**src/sv/timer_queue_manager_assert.svh**
```systemverilog
// assertion macros for the timer queue manager
`ifndef TIMER_QUEUE_MANAGER_ASSERT_SVH
`define TIMER_QUEUE_MANAGER_ASSERT_SVH

// same-cycle implication, checked outside reset
`define TQM_ASSERT_NOW(lbl, ante, cons) \
    lbl: assert property (@(posedge i_clk) disable iff (!i_rst_n) (ante) |-> (cons)) \
        else $error("timer queue check failed");

// next-cycle implication, checked outside reset
`define TQM_ASSERT_NEXT(lbl, ante, cons) \
    lbl: assert property (@(posedge i_clk) disable iff (!i_rst_n) (ante) |=> (cons)) \
        else $error("timer queue check failed");

`endif

```
**src/sv/tqm_pkg.sv**
```systemverilog
package tqm_pkg;

    // default table depth
    localparam int MAX_TIMERS_DEF = 16;

    // stream widths
    localparam int S_TDATA_W = 136;
    localparam int S_TUSER_W = 3;
    localparam int M_TDATA_W = 72;
    localparam int M_TUSER_W = 2;

    // request codes
    localparam logic [2:0] REQ_ADD    = 3'd0;
    localparam logic [2:0] REQ_CANCEL = 3'd1;
    localparam logic [2:0] REQ_CHANGE = 3'd2;
    localparam logic [2:0] REQ_QUERY  = 3'd3;
    localparam logic [2:0] REQ_TICK   = 3'd4;

    // status codes
    localparam logic [1:0] STS_OK        = 2'd0;
    localparam logic [1:0] STS_NOT_FOUND = 2'd1;
    localparam logic [1:0] STS_FULL      = 2'd2;
    localparam logic [1:0] STS_NONE_DUE  = 2'd3;

    // shared adder operation
    typedef enum logic {
        ALU_ADD,
        ALU_SUB
    } t_alu_op;

    // one timer slot as kept in the slot memory
    typedef struct packed {
        logic [31:0] id;
        logic [63:0] due;
        logic [31:0] interval;
        logic        periodic;
    } t_slot;

    // flags from the shared adder
    typedef struct packed {
        logic [63:0] sum;
        logic        neg;
        logic        zero;
    } t_alu_res;

endpackage

```
**src/sv/tqm_store.sv**
```systemverilog
module tqm_store
    import tqm_pkg::*;
#(
    parameter int DEPTH = MAX_TIMERS_DEF,
    parameter int IDX_W = 4
) (
    input  logic             i_clk,
    input  logic             i_we,
    input  logic [IDX_W-1:0] i_waddr,
    input  t_slot            i_wdata,
    input  logic [IDX_W-1:0] i_raddr,
    output t_slot            o_rdata
);

    t_slot r_mem [DEPTH];
    t_slot r_rdata;

    // single write port
    always_ff @(posedge i_clk) begin
        if (i_we) begin
            r_mem[i_waddr] <= i_wdata;
        end
    end

    // registered read port
    always_ff @(posedge i_clk) begin
        r_rdata <= r_mem[i_raddr];
    end

    assign o_rdata = r_rdata;

endmodule

```
**src/sv/tqm_alu.sv**
```systemverilog
module tqm_alu
    import tqm_pkg::*;
(
    input  t_alu_op     i_op,
    input  logic [63:0] i_a,
    input  logic [63:0] i_b,
    output t_alu_res    o_res
);

    logic [63:0] sum;

    // 64-bit add or subtract, wraps modulo 2^64
    always_comb begin
        case (i_op)
            ALU_ADD: sum = i_a + i_b;
            ALU_SUB: sum = i_a - i_b;
            default: sum = i_a + i_b;
        endcase
    end

    // sign and zero of the result, read as signed
    assign o_res.sum  = sum;
    assign o_res.neg  = sum[63];
    assign o_res.zero = (sum == 64'd0);

endmodule

```
**src/sv/timer_queue_manager.sv**
```systemverilog
// timer queue manager: table of MAX_TIMERS software timers
// input channel (s_axis): one request per transaction, kind in tuser
// (add, cancel, change, query, tick), id, interval, mode and current
// time in tdata. output channel (m_axis): one response per request,
// status in tuser, result id, time left and fired flag in tdata.
// each request walks every slot of the slot memory through its single
// registered read port, one slot a cycle, with one 64-bit adder shared
// by the due-time compare, the time-left subtract and the re-arm add.
// a request passes through the scan, tail and fin states, then re-arm
// when a tick re-arms a periodic timer, then push, which sets output
// valid once the output register is free; the next request is taken
// only after that push. tready is high only between requests.
// reset clears the valid bits, the id counter and both handshakes; the
// slot memory itself is not cleared, entries count only once valid.
// a stalled receiver holds the response in the output register; the
// next request is still taken and worked on, and its response waits
// until the output register is free.
module timer_queue_manager
    import tqm_pkg::*;
#(
    parameter int MAX_TIMERS = MAX_TIMERS_DEF
) (
    input  logic                 i_clk,
    input  logic                 i_rst_n,
    input  logic                 i_s_axis_tvalid,
    output logic                 o_s_axis_tready,
    // req_id[31:0], interval[63:32], periodic[64], now_time[128:65]
    input  logic [S_TDATA_W-1:0] i_s_axis_tdata,
    // req_type[2:0]
    input  logic [S_TUSER_W-1:0] i_s_axis_tuser,
    output logic                 o_m_axis_tvalid,
    input  logic                 i_m_axis_tready,
    // result_id[31:0], remaining[63:32], fired[64]
    output logic [M_TDATA_W-1:0] o_m_axis_tdata,
    // status[1:0]
    output logic [M_TUSER_W-1:0] o_m_axis_tuser
);

    `include "timer_queue_manager_assert.svh"

    localparam int IDX_W = (MAX_TIMERS > 1) ? $clog2(MAX_TIMERS) : 1;
    localparam logic [IDX_W-1:0] LAST_IDX = IDX_W'(MAX_TIMERS - 1);

    // sequencer states
    localparam logic [2:0] S_IDLE  = 3'd0;
    localparam logic [2:0] S_SCAN  = 3'd1;
    localparam logic [2:0] S_TAIL  = 3'd2;
    localparam logic [2:0] S_FIN   = 3'd3;
    localparam logic [2:0] S_REARM = 3'd4;
    localparam logic [2:0] S_PUSH  = 3'd5;

    // control registers
    logic [2:0]            r_state, n_state;
    logic [IDX_W-1:0]      r_idx, n_idx;
    logic                  r_rd_vld, n_rd_vld;
    logic [IDX_W-1:0]      r_rd_idx, n_rd_idx;
    logic                  r_found, n_found;
    logic [MAX_TIMERS-1:0] r_valid, n_valid;
    logic [31:0]           r_next_id, n_next_id;
    logic                  r_out_valid, n_out_valid;

    // payload registers
    logic [2:0]       r_req_type, n_req_type;
    logic [31:0]      r_tid, n_tid;
    logic [31:0]      r_ivl, n_ivl;
    logic             r_per, n_per;
    logic [63:0]      r_now, n_now;
    logic [IDX_W-1:0] r_slot, n_slot;
    t_slot            r_best, n_best;
    logic [1:0]       r_res_status, n_res_status;
    logic [31:0]      r_res_id, n_res_id;
    logic [31:0]      r_res_rem, n_res_rem;
    logic             r_res_fired, n_res_fired;
    logic [1:0]       r_out_status, n_out_status;
    logic [31:0]      r_out_id, n_out_id;
    logic [31:0]      r_out_rem, n_out_rem;
    logic             r_out_fired, n_out_fired;

    // shared unit and memory hookup
    t_alu_op     alu_op;
    logic [63:0] alu_a;
    logic [63:0] alu_b;
    t_alu_res    alu_res;
    t_slot       rd_slot;
    logic        mem_we;
    t_slot       mem_wdata;
    logic        take;
    logic        slot_v;
    logic        due_later;

    tqm_store #(
        .DEPTH (MAX_TIMERS),
        .IDX_W (IDX_W)
    ) u_store (
        .i_clk   (i_clk),
        .i_we    (mem_we),
        .i_waddr (r_slot),
        .i_wdata (mem_wdata),
        .i_raddr (r_idx),
        .o_rdata (rd_slot)
    );

    tqm_alu u_alu (
        .i_op  (alu_op),
        .i_a   (alu_a),
        .i_b   (alu_b),
        .o_res (alu_res)
    );

    // adder operand select by sequencer step
    always_comb begin
        alu_op = ALU_SUB;
        alu_a  = rd_slot.due;
        alu_b  = r_best.due;
        case (r_state)
            S_FIN: begin
                if (r_req_type == REQ_ADD || r_req_type == REQ_CHANGE) begin
                    alu_op = ALU_ADD;
                    alu_a  = r_now;
                    alu_b  = {32'd0, r_ivl};
                end else begin
                    alu_op = ALU_SUB;
                    alu_a  = r_best.due;
                    alu_b  = r_now;
                end
            end
            S_REARM: begin
                alu_op = ALU_ADD;
                alu_a  = r_best.due;
                alu_b  = {32'd0, r_best.interval};
            end
            default: begin
                alu_op = ALU_SUB;
                alu_a  = rd_slot.due;
                alu_b  = r_best.due;
            end
        endcase
    end

    // per-slot candidate test on the slot just read
    always_comb begin
        slot_v = r_valid[r_rd_idx];
        case (r_req_type)
            REQ_ADD:    take = !slot_v && !r_found;
            REQ_CANCEL: take = slot_v && (rd_slot.id == r_tid) && !r_found;
            REQ_CHANGE: take = slot_v && (rd_slot.id == r_tid) && !r_found;
            REQ_QUERY:  take = slot_v && (rd_slot.id == r_tid) && !r_found;
            REQ_TICK:   take = slot_v && (!r_found || alu_res.neg);
            default:    take = 1'b0;
        endcase
    end

    assign due_later = !alu_res.zero && !alu_res.neg;

    // sequencer next state and datapath
    always_comb begin
        n_state      = r_state;
        n_idx        = r_idx;
        n_rd_vld     = (r_state == S_SCAN);
        n_rd_idx     = r_idx;
        n_found      = r_found;
        n_valid      = r_valid;
        n_next_id    = r_next_id;
        n_out_valid  = r_out_valid && !i_m_axis_tready;
        n_req_type   = r_req_type;
        n_tid        = r_tid;
        n_ivl        = r_ivl;
        n_per        = r_per;
        n_now        = r_now;
        n_slot       = r_slot;
        n_best       = r_best;
        n_res_status = r_res_status;
        n_res_id     = r_res_id;
        n_res_rem    = r_res_rem;
        n_res_fired  = r_res_fired;
        n_out_status = r_out_status;
        n_out_id     = r_out_id;
        n_out_rem    = r_out_rem;
        n_out_fired  = r_out_fired;
        mem_we       = 1'b0;
        mem_wdata    = r_best;

        // record the chosen slot as reads come back
        if (r_rd_vld && take) begin
            n_found = 1'b1;
            n_slot  = r_rd_idx;
            n_best  = rd_slot;
        end

        case (r_state)
            S_IDLE: begin
                if (i_s_axis_tvalid) begin
                    n_req_type = i_s_axis_tuser;
                    n_tid      = i_s_axis_tdata[31:0];
                    n_ivl      = i_s_axis_tdata[63:32];
                    n_per      = i_s_axis_tdata[64];
                    n_now      = i_s_axis_tdata[128:65];
                    n_found    = 1'b0;
                    n_idx      = '0;
                    n_state    = S_SCAN;
                end
            end
            S_SCAN: begin
                if (r_idx == LAST_IDX) begin
                    n_state = S_TAIL;
                end else begin
                    n_idx = r_idx + 1'b1;
                end
            end
            S_TAIL: begin
                n_state = S_FIN;
            end
            S_FIN: begin
                n_res_status = STS_OK;
                n_res_id     = 32'd0;
                n_res_rem    = 32'd0;
                n_res_fired  = 1'b0;
                n_state      = S_PUSH;
                case (r_req_type)
                    REQ_ADD: begin
                        if (r_found) begin
                            mem_we             = 1'b1;
                            mem_wdata.id       = r_next_id;
                            mem_wdata.due      = alu_res.sum;
                            mem_wdata.interval = r_ivl;
                            mem_wdata.periodic = r_per;
                            n_valid[r_slot]    = 1'b1;
                            n_res_id           = r_next_id;
                            n_next_id          = r_next_id + 32'd1;
                        end else begin
                            n_res_status = STS_FULL;
                        end
                    end
                    REQ_CANCEL: begin
                        if (r_found) begin
                            n_valid[r_slot] = 1'b0;
                        end else begin
                            n_res_status = STS_NOT_FOUND;
                        end
                    end
                    REQ_CHANGE: begin
                        if (r_found) begin
                            mem_we             = 1'b1;
                            mem_wdata.id       = r_best.id;
                            mem_wdata.due      = alu_res.sum;
                            mem_wdata.interval = r_ivl;
                            mem_wdata.periodic = r_per;
                        end else begin
                            n_res_status = STS_NOT_FOUND;
                        end
                    end
                    REQ_QUERY: begin
                        if (!r_found) begin
                            n_res_status = STS_NOT_FOUND;
                        end else if (due_later) begin
                            n_res_rem = alu_res.sum[31:0];
                        end
                    end
                    REQ_TICK: begin
                        if (!r_found || due_later) begin
                            n_res_status = STS_NONE_DUE;
                        end else begin
                            n_res_id    = r_best.id;
                            n_res_fired = 1'b1;
                            if (r_best.periodic) begin
                                n_state = S_REARM;
                            end else begin
                                n_valid[r_slot] = 1'b0;
                            end
                        end
                    end
                    default: begin
                        n_res_status = STS_OK;
                    end
                endcase
            end
            S_REARM: begin
                // periodic timer: next due is old due plus interval
                mem_we        = 1'b1;
                mem_wdata     = r_best;
                mem_wdata.due = alu_res.sum;
                n_state       = S_PUSH;
            end
            S_PUSH: begin
                if (!r_out_valid || i_m_axis_tready) begin
                    n_out_valid  = 1'b1;
                    n_out_status = r_res_status;
                    n_out_id     = r_res_id;
                    n_out_rem    = r_res_rem;
                    n_out_fired  = r_res_fired;
                    n_state      = S_IDLE;
                end
            end
            default: begin
                n_state = S_IDLE;
            end
        endcase
    end

    // control state
    always_ff @(posedge i_clk) begin
        if (!i_rst_n) begin
            r_state     <= S_IDLE;
            r_idx       <= '0;
            r_rd_vld    <= 1'b0;
            r_rd_idx    <= '0;
            r_found     <= 1'b0;
            r_valid     <= '0;
            r_next_id   <= 32'd0;
            r_out_valid <= 1'b0;
        end else begin
            r_state     <= n_state;
            r_idx       <= n_idx;
            r_rd_vld    <= n_rd_vld;
            r_rd_idx    <= n_rd_idx;
            r_found     <= n_found;
            r_valid     <= n_valid;
            r_next_id   <= n_next_id;
            r_out_valid <= n_out_valid;
        end
    end

    // request, candidate and response payload
    always_ff @(posedge i_clk) begin
        r_req_type   <= n_req_type;
        r_tid        <= n_tid;
        r_ivl        <= n_ivl;
        r_per        <= n_per;
        r_now        <= n_now;
        r_slot       <= n_slot;
        r_best       <= n_best;
        r_res_status <= n_res_status;
        r_res_id     <= n_res_id;
        r_res_rem    <= n_res_rem;
        r_res_fired  <= n_res_fired;
        r_out_status <= n_out_status;
        r_out_id     <= n_out_id;
        r_out_rem    <= n_out_rem;
        r_out_fired  <= n_out_fired;
    end

    // stream ports
    assign o_s_axis_tready = (r_state == S_IDLE);
    assign o_m_axis_tvalid = r_out_valid;
    assign o_m_axis_tdata  = {7'd0, r_out_fired, r_out_rem, r_out_id};
    assign o_m_axis_tuser  = r_out_status;

    // checks
    `TQM_ASSERT_NOW(a_found_slot_live,
        (r_state == S_FIN) && r_found && (r_req_type != REQ_ADD),
        r_valid[r_slot])
    `TQM_ASSERT_NEXT(a_add_grows_table,
        (r_state == S_FIN) && r_found && (r_req_type == REQ_ADD),
        $countones(r_valid) == $past($countones(r_valid)) + 1)
    `TQM_ASSERT_NEXT(a_id_only_on_add,
        !((r_state == S_FIN) && r_found && (r_req_type == REQ_ADD)),
        r_next_id == $past(r_next_id))
    `TQM_ASSERT_NOW(a_read_follows_scan,
        r_rd_vld,
        $past(r_state) == S_SCAN)

endmodule

```
**config.mk**
```make
export PLATFORM = sky130hd
export DESIGN_NAME = timer_queue_manager
export DESIGN_NICKNAME = d
export VERILOG_FILES = /design/src/sv/tqm_pkg.sv /design/src/sv/tqm_store.sv /design/src/sv/tqm_alu.sv /design/src/sv/timer_queue_manager.sv
export VERILOG_INCLUDE_DIRS = /design/src /design/src/sv
export SDC_FILE = /design/constraint.sdc
export NUM_CORES = 2
export LEC_CHECK = 0
export ABC_AREA = 0
export BUFFER_PORTS_ARGS = -buffer_cell sky130_fd_sc_hd__buf_2
export CAP_MARGIN = 0
export CORE_ASPECT_RATIO = 1.2
export CORE_MARGIN = 2
export CORE_UTILIZATION = 25
export CTS_BUF_LIST = sky130_fd_sc_hd__clkbuf_16
export CTS_CLUSTER_DIAMETER = 100
export DETAILED_ROUTE_END_ITERATION = 8
export PLACE_DENSITY = 0.47
export SETUP_SLACK_MARGIN = 0.05
export SYNTH_ARGS = -nofsm -noshare
export SYNTH_HDL_FRONTEND = slang
export SYNTH_SLANG_ARGS = --single-unit
export TNS_END_PERCENT = 30
```
**constraint.sdc**
```tcl
create_clock -name i_clk -period 45.2 [get_ports i_clk]
set_input_delay 4.52 -clock i_clk [delete_from_list [all_inputs] [get_ports i_clk]]
set_output_delay 4.52 -clock i_clk [all_outputs]
set_load 0.1 [all_outputs]
```
== After elaboration in Yosys (flattened, before gate mapping) ==
Memories as Yosys holds them, arrays and structs flattened. A register that Yosys moved wholly into a read port is not among the register bits.
Cells that the tools add are included.

* Flip-flop bits (word level): 461
* RAM bits: 2064
* Input port bits: 143
* Memories kept: 1

* Add/subtract/negate cells: 4
* $lt $le $gt $ge: 3
* Equal/unequal tests: 19
* Mux-type cells: 49
* Bitwise operators: 4
* Reduce and logical (&&, ||, !) cells: 32

{| class="wikitable"
|+ Memory list
! name !! depth !! bits a word !! rd ports !! clocked after memory_dff !! wr ports !! RTL line !! source
|-
| u_store.r_mem || 16 || 129 || 1 || 1 || 1 || tqm_store.sv:15 || <nowiki>t_slot r_mem [DEPTH];</nowiki>
|}

{| class="wikitable"
|+ Operators by type and width
! kind !! count
|-
| $pmux W129 S2 || 2
|-
| $pmux W64 S2 || 3
|-
| $mux W129 || 1
|-
| $mux W64 || 2
|-
| $mux W97 || 1
|-
| $add A64 B64 Y64 || 1
|-
| $logic_not A64 Y1 || 1
|-
| $mux W16 || 4
|-
| $mux W32 || 2
|-
| $pmux W32 S2 || 1
|-
| $sub A64 B64 Y64 || 1
|-
| $pmux W16 S3 || 1
|-
| $add A32 B1 Y32 const B || 1
|-
| $eq A32 B32 Y1 || 1
|-
| $pmux W3 S6 || 1
|-
| $mux W1 || 17
|-
| $and A16 B16 Y16 || 1
|-
| $not A16 Y16 || 1
|-
| $or A16 B16 Y16 || 1
|-
| $ne A2 B2 Y1 const B || 7
|-
| $eq A3 B2 Y1 const B || 4
|-
| $reduce_and A3 Y1 || 4
|-
| $lt A4 B5 Y1 const B || 2
|-
| $eq A3 B3 Y1 const B || 3
|-
| other kinds (25) || 48
|}

== Logic depth before layout (Yosys ltp) ==
* Depth after elaboration: 13
* Gate-level depth with buffers: 33

== By module ==
From an unflattened synthesis, not the netlist that was laid out.

* Cell total of the unflattened synthesis: 5591
* Area, all modules: 105346.0 um^2

{| class="wikitable"
|+ By module, submodules not included
! module !! instances !! cells an instance !! area each (um^2)
|-
| tqm_store || 1 || 3370 || 80314.5
|-
| timer_queue_manager || 1 || 1369 || 19494.9
|-
| tqm_alu || 1 || 852 || 5536.6
|}

== Worst setup path before layout ==
No wires, ideal clock.

* Kind: reg-to-reg
* Start: register r_state[1]
* End: register r_best[0] (netlist name), enable pin
* Data arrival time: 16.650 ns
* Data required time: 44.368 ns
* Slack: 27.718 ns
* Cell stages (with the launch flop): 24
* Path buffers: 4
* Clock period less this slack: 17.482 ns
* Cell sequence: dfxtp_1 clkbuf_1 nand3b_1 clkinv_1 clkbuf_1 nand2_1 nand2_1 clkbuf_1 nand2_1 xor2_1 ha_1 clkbuf_1 nand2_1 a2111oi_0 o21ai_0 a211oi_1 nor3_1 a31oi_1 o221ai_1 xor2_1 xnor2_2 a21oi_1 o21ai_0 a21boi_0

* Word-level cells in the longest chain between the ends: 8

{| class="wikitable"
|+ RTL lines
! what !! RTL line !! source
|-
| start, declared || timer_queue_manager.sv:53 || <nowiki>logic [2:0] r_state, n_state;</nowiki>
|-
| start signal, assigned || timer_queue_manager.sv:312 || <nowiki>r_state <= n_state;</nowiki>
|-
| $eq A3 B3 Y1 / $eq A3 B2 Y1 (equally long branches) || timer_queue_manager.sv:115 || <nowiki>case (r_state)</nowiki>
|-
| $pmux W64 S2 / $pmux W1 S2 (equally long branches) || timer_queue_manager.sv:115 ||
|-
| $sub A64 B64 Y64, or another cell as far along || tqm_alu.sv:16 || <nowiki>ALU_SUB: sum = i_a - i_b;</nowiki>
|-
| $pmux W64 S2 * || tqm_alu.sv:14 || <nowiki>case (i_op)</nowiki>
|-
| $logic_or A1 B1 Y1 * || timer_queue_manager.sv:148 || <nowiki>REQ_TICK: take = slot_v && (!r_found || alu_res.neg);</nowiki>
|-
| $logic_and A1 B1 Y1 * || timer_queue_manager.sv:148 ||
|-
| $pmux W1 S3 * || timer_queue_manager.sv:143 || <nowiki>case (r_req_type)</nowiki>
|-
| $logic_and A1 B1 Y1 * || timer_queue_manager.sv:184 || <nowiki>if (r_rd_vld && take) begin</nowiki>
|-
| end signal, assigned || timer_queue_manager.sv:331 || <nowiki>r_best <= n_best;</nowiki>
|-
| end, declared || timer_queue_manager.sv:69 || <nowiki>t_slot r_best, n_best;</nowiki>
|}

Mark *: on every way between the ends. The rest lies on a longest branch, timed or not.
A chain may end at the register's enable or synchronous reset.

== Final worst setup path ==
* Start: register r_state[2]
* End: register r_res_rem[11], data pin

* Word-level cells in the longest chain between the ends: 8

{| class="wikitable"
|+ RTL lines
! what !! RTL line !! source
|-
| $eq A3 B3 Y1 / $eq A3 B2 Y1 (equally long branches) || timer_queue_manager.sv:115 ||
|-
| $pmux W64 S2 / $pmux W1 S2 (equally long branches) || timer_queue_manager.sv:115 ||
|-
| $sub A64 B64 Y64, or another cell as far along || tqm_alu.sv:16 ||
|-
| $pmux W64 S2 * || tqm_alu.sv:14 ||
|-
| $logic_not A64 Y1 || tqm_alu.sv:24 || <nowiki>assign o_res.zero = (sum == 64'd0);</nowiki>
|-
| $logic_not A1 Y1 || timer_queue_manager.sv:153 || <nowiki>assign due_later = !alu_res.zero && !alu_res.neg;</nowiki>
|-
| $logic_and A1 B1 Y1 || timer_queue_manager.sv:153 ||
|-
| $reduce_and A3 Y1 (no line) || - ||
|-
| end signal, assigned || timer_queue_manager.sv:334 || <nowiki>r_res_rem <= n_res_rem;</nowiki>
|-
| end, declared || timer_queue_manager.sv:72 || <nowiki>logic [31:0] r_res_rem, n_res_rem;</nowiki>
|}

Marked as above.

==> results.yml <==
run_status:
  outcome: "complete, no violations"
setup_path:
  arrival_ns: 11.97
  max_stage_delay_ns: 0.86
  cp-end-kind: "flop"
  worst-path-max-fanout: 48
  crit_required_ns: 45.78
  reg2reg_from: "r_state[2]"
  worst-setup-path-type: "flop to flop"
  worstRegToRegCells: 27
  slowest_stage: "nor4_1"
  cp-start-kind: "flop"
  rrSetupSlack_ns: 33.81
  cpMostUsedCell: "buf_4"
  reg2reg_to: "r_res_rem[11]"
yosys:
  syn_area_mm2: 0.106
  netlist_top_cells_area: "edfxtp_1, mux4_2, dfxtp_1, nand2_1, o21ai_0"
  synthDistinctLibCells: 85
  ys_ff_latch: 2654
  async_flop_share_pct: 0
  yosys.area.top_type: "edfxtp_1"
  synth_cells: 5513
  synth-main-ff-cell: "edfxtp_1"
  synth_enable_flop_cells: 2463
  seq_area_frac_synth_pct: 73.6
  syn_area_per_cell_um2: 19.2
  yosys_warnings: 0
  yosys.area.top_type_share_pct: 69.9
detailed_routing:
  drtAntennaViolNets: 0
  viasPerCell: 4.77
  vias: 55250
  wirelength_um: 320000
  routedWlPerCell_um: 27.6
  drt_pass1_iterations: 5
  drt_iter0_markers: 4907
  drc: 0
sta:
  slew_headroom_pct: 14.0
  fin_tns_setup_ns: 0
  tightest_slew_ns: 1.28
  rsz0062_at_grt: "no"
  final.period_utilization_pct: 25.2
  skew_ns: 0.0569
  worst_hold_slack_ns: 0.401
  period_needed_ns: 11.39
  setup_violations: 0
  hold_viol: 0
  fmax_mhz: 87.8
  report.final.slew_viol_count: 0
cells_and_area:
  fill_cells: 41314
  fin_util_pct: 29.1
  multi_input_area_mm2: 0.0268
  drive_above_1_share_pct: 25.2
  final_area_mm2: 0.123
  seqCellArea_mm2: 0.0778
  layout_common_cells: "edfxtp_1, mux4_2, nand2_1, clkbuf_16, buf_2"
  fin_nets: 6049
  layout_commonest_cell: "edfxtp_1"
  instances_no_fill: 11589
  area_growth_pct: 16.1
clock_network:
  insertion_delay_ns: 0.89
  cts_tree: "built"
  clkTransAtPathRegs_ns: 0.06
  cts_hold_buf: 0
  clock-sinks: 2654
  cts_resized: 0
  cts_root_buf: "clkbuf_16"
  ctsHtreeMaxLevel: 5
  numCtsBuffers: 277
  clockBufferDepth: 4
  cts_setup_buffers: 0
placement:
  placed_area_mm2: 0.114
  gp_congestion: 0.890
  dp_hpwl_um: 189000
  placedCellCount: 11083
  portBuffers: 204
power:
  leakagePower_nw: 38.1
  ir_drop_mv: 0.0264
  power_per_cell_area_mw_per_mm2: 46.2
global_route:
  antenna_found_initial: 24
  grt_max_degree: 130
  grt_overflow_total: 0
  track_usage_pct: 14.7
  grt_pass1_vias: 57118
  grt_pass1_wl_um: 448000
min_path:
  min_from: "u_store.o_rdata[3]"
  timing.hold.worst_endpoint: "r_best[3]"
  hold_depth: 0
  hp-class: "flop to flop"
die:
  fp.coreArea_mm2: 0.421
  rows: 261
  dieWidth_um: 598
  die_area_mm2: 0.428
  fp.dieH_um: 716
  io_pins: 219
  start_util_pct: 25.1
job:
  drv_cap: 0
## cell usage after synthesis, types with 53 or more instances
cell and n:
buf_1 57, mux2i_1 84, nand4_1 53, nand2_1 369, edfxtp_1 2463, nor2_1 148, dfxtp_1 191, a21oi_1 156
mux4_2 645, ha_1 66, clkbuf_1 234, xnor2_1 88, xor2_1 58, o21ai_0 197
## final cells by class
type / count / area share [%]
Multi-Input combinational cell: 2525 / 21.9
Timing Repair Buffer: 359 / 1.93
Tap cell: 5523 / 5.63
Clock inverter: 214 / 1.34
Antenna cell: 9 / 0.0183
Sequential cell: 2654 / 63.4
Clock buffer: 283 / 5.77
Inverter: 22 / 0.0734
## power breakdown
part	switching [mW]	internal (mW)	leakage [nW]	total [mW]
Combinational	0.421	0.257	9.99	0.678
Clock	0.969	1.26	4.49	2.23
Sequential	0.0553	2.71	23.7	2.76
## flip-flops by register name (all words and copies together), names as in the netlist, 2 cells and up, named ones only
signal and flops:
u_store.r_mem 2064, r_best 129, r_now 64, r_out_rem 32
r_res_id 32, r_ivl 32, r_slot 4, r_out_id 32
r_res_rem 32, r_res_status 2, r_next_id 32, n_rd_idx 4
r_req_type 3, r_rd_idx 4, u_store.o_rdata 129, o_m_axis_tuser 2
r_tid 32, r_state 3
## routing by layer
layer | global-route usage (%) | up-vias | share of wire [%]
met4 | 5.36 | 0 | 3.7
met2 | 24.7 | 1613 | 49
li1 | - | 23263 | -
met1 | 19.2 | 29937 | 42
met5 | 0 | - | 0
met3 | 2.00 | 437 | 4.7
## worst max-delay path, delay by kind of cell, from the launching register on
family          cells  cell delay, ns
buf+inv             5            1.98
compound gates      5            1.80
flops               1            0.53
simple gates       15            5.63
xor+xnor            1            0.48
fa+ha+maj           1            0.41
## cells by family (layout without fill, tap and decap cells)
kind of cell / Yosys count / count (layout) / synth area share [%]
xor gates and xnor gates: 147 / 147 / 1.22
muxes: 765 / 765 / 14.9
DFF: 2654 / 2654 / 73.6
adders and majority gates: 67 / 67 / 0.800
buffers and inverters: 340 / 878 / 1.32
and+or+nand+nor: 853 / 853 / 3.96
AOI/OAI and AO/OA: 686 / 686 / 4.22
other: 1 / 16 / 0.00355
## metrics by stage
step | power, mW | worst slack, ns
floorplan | 3.23 | 27.72
global placement | 3.50 | 33.84
detailed placement | 3.50 | 33.90
CTS | 5.75 | 33.87
global route | 5.87 | 33.44
finish | 5.67 | 33.81
## worst max-delay path by stage
stage / start / endpoint / slack, ns
6_report: r_state[2] / r_res_rem[11] / 33.81
5_1_grt: r_state[2] / r_res_rem[0] / 33.44
4_1_cts: r_state[2] / r_res_rem[11] / 33.87
3_5_place_dp: r_state[2] / r_res_rem[0] / 33.90
3_3_place_gp: r_state[2] / r_res_rem[0] / 33.84
2_1_floorplan: r_state[1] / r_best[0] / 27.72
No activity file was read; power rests on OpenSTA's default activity.
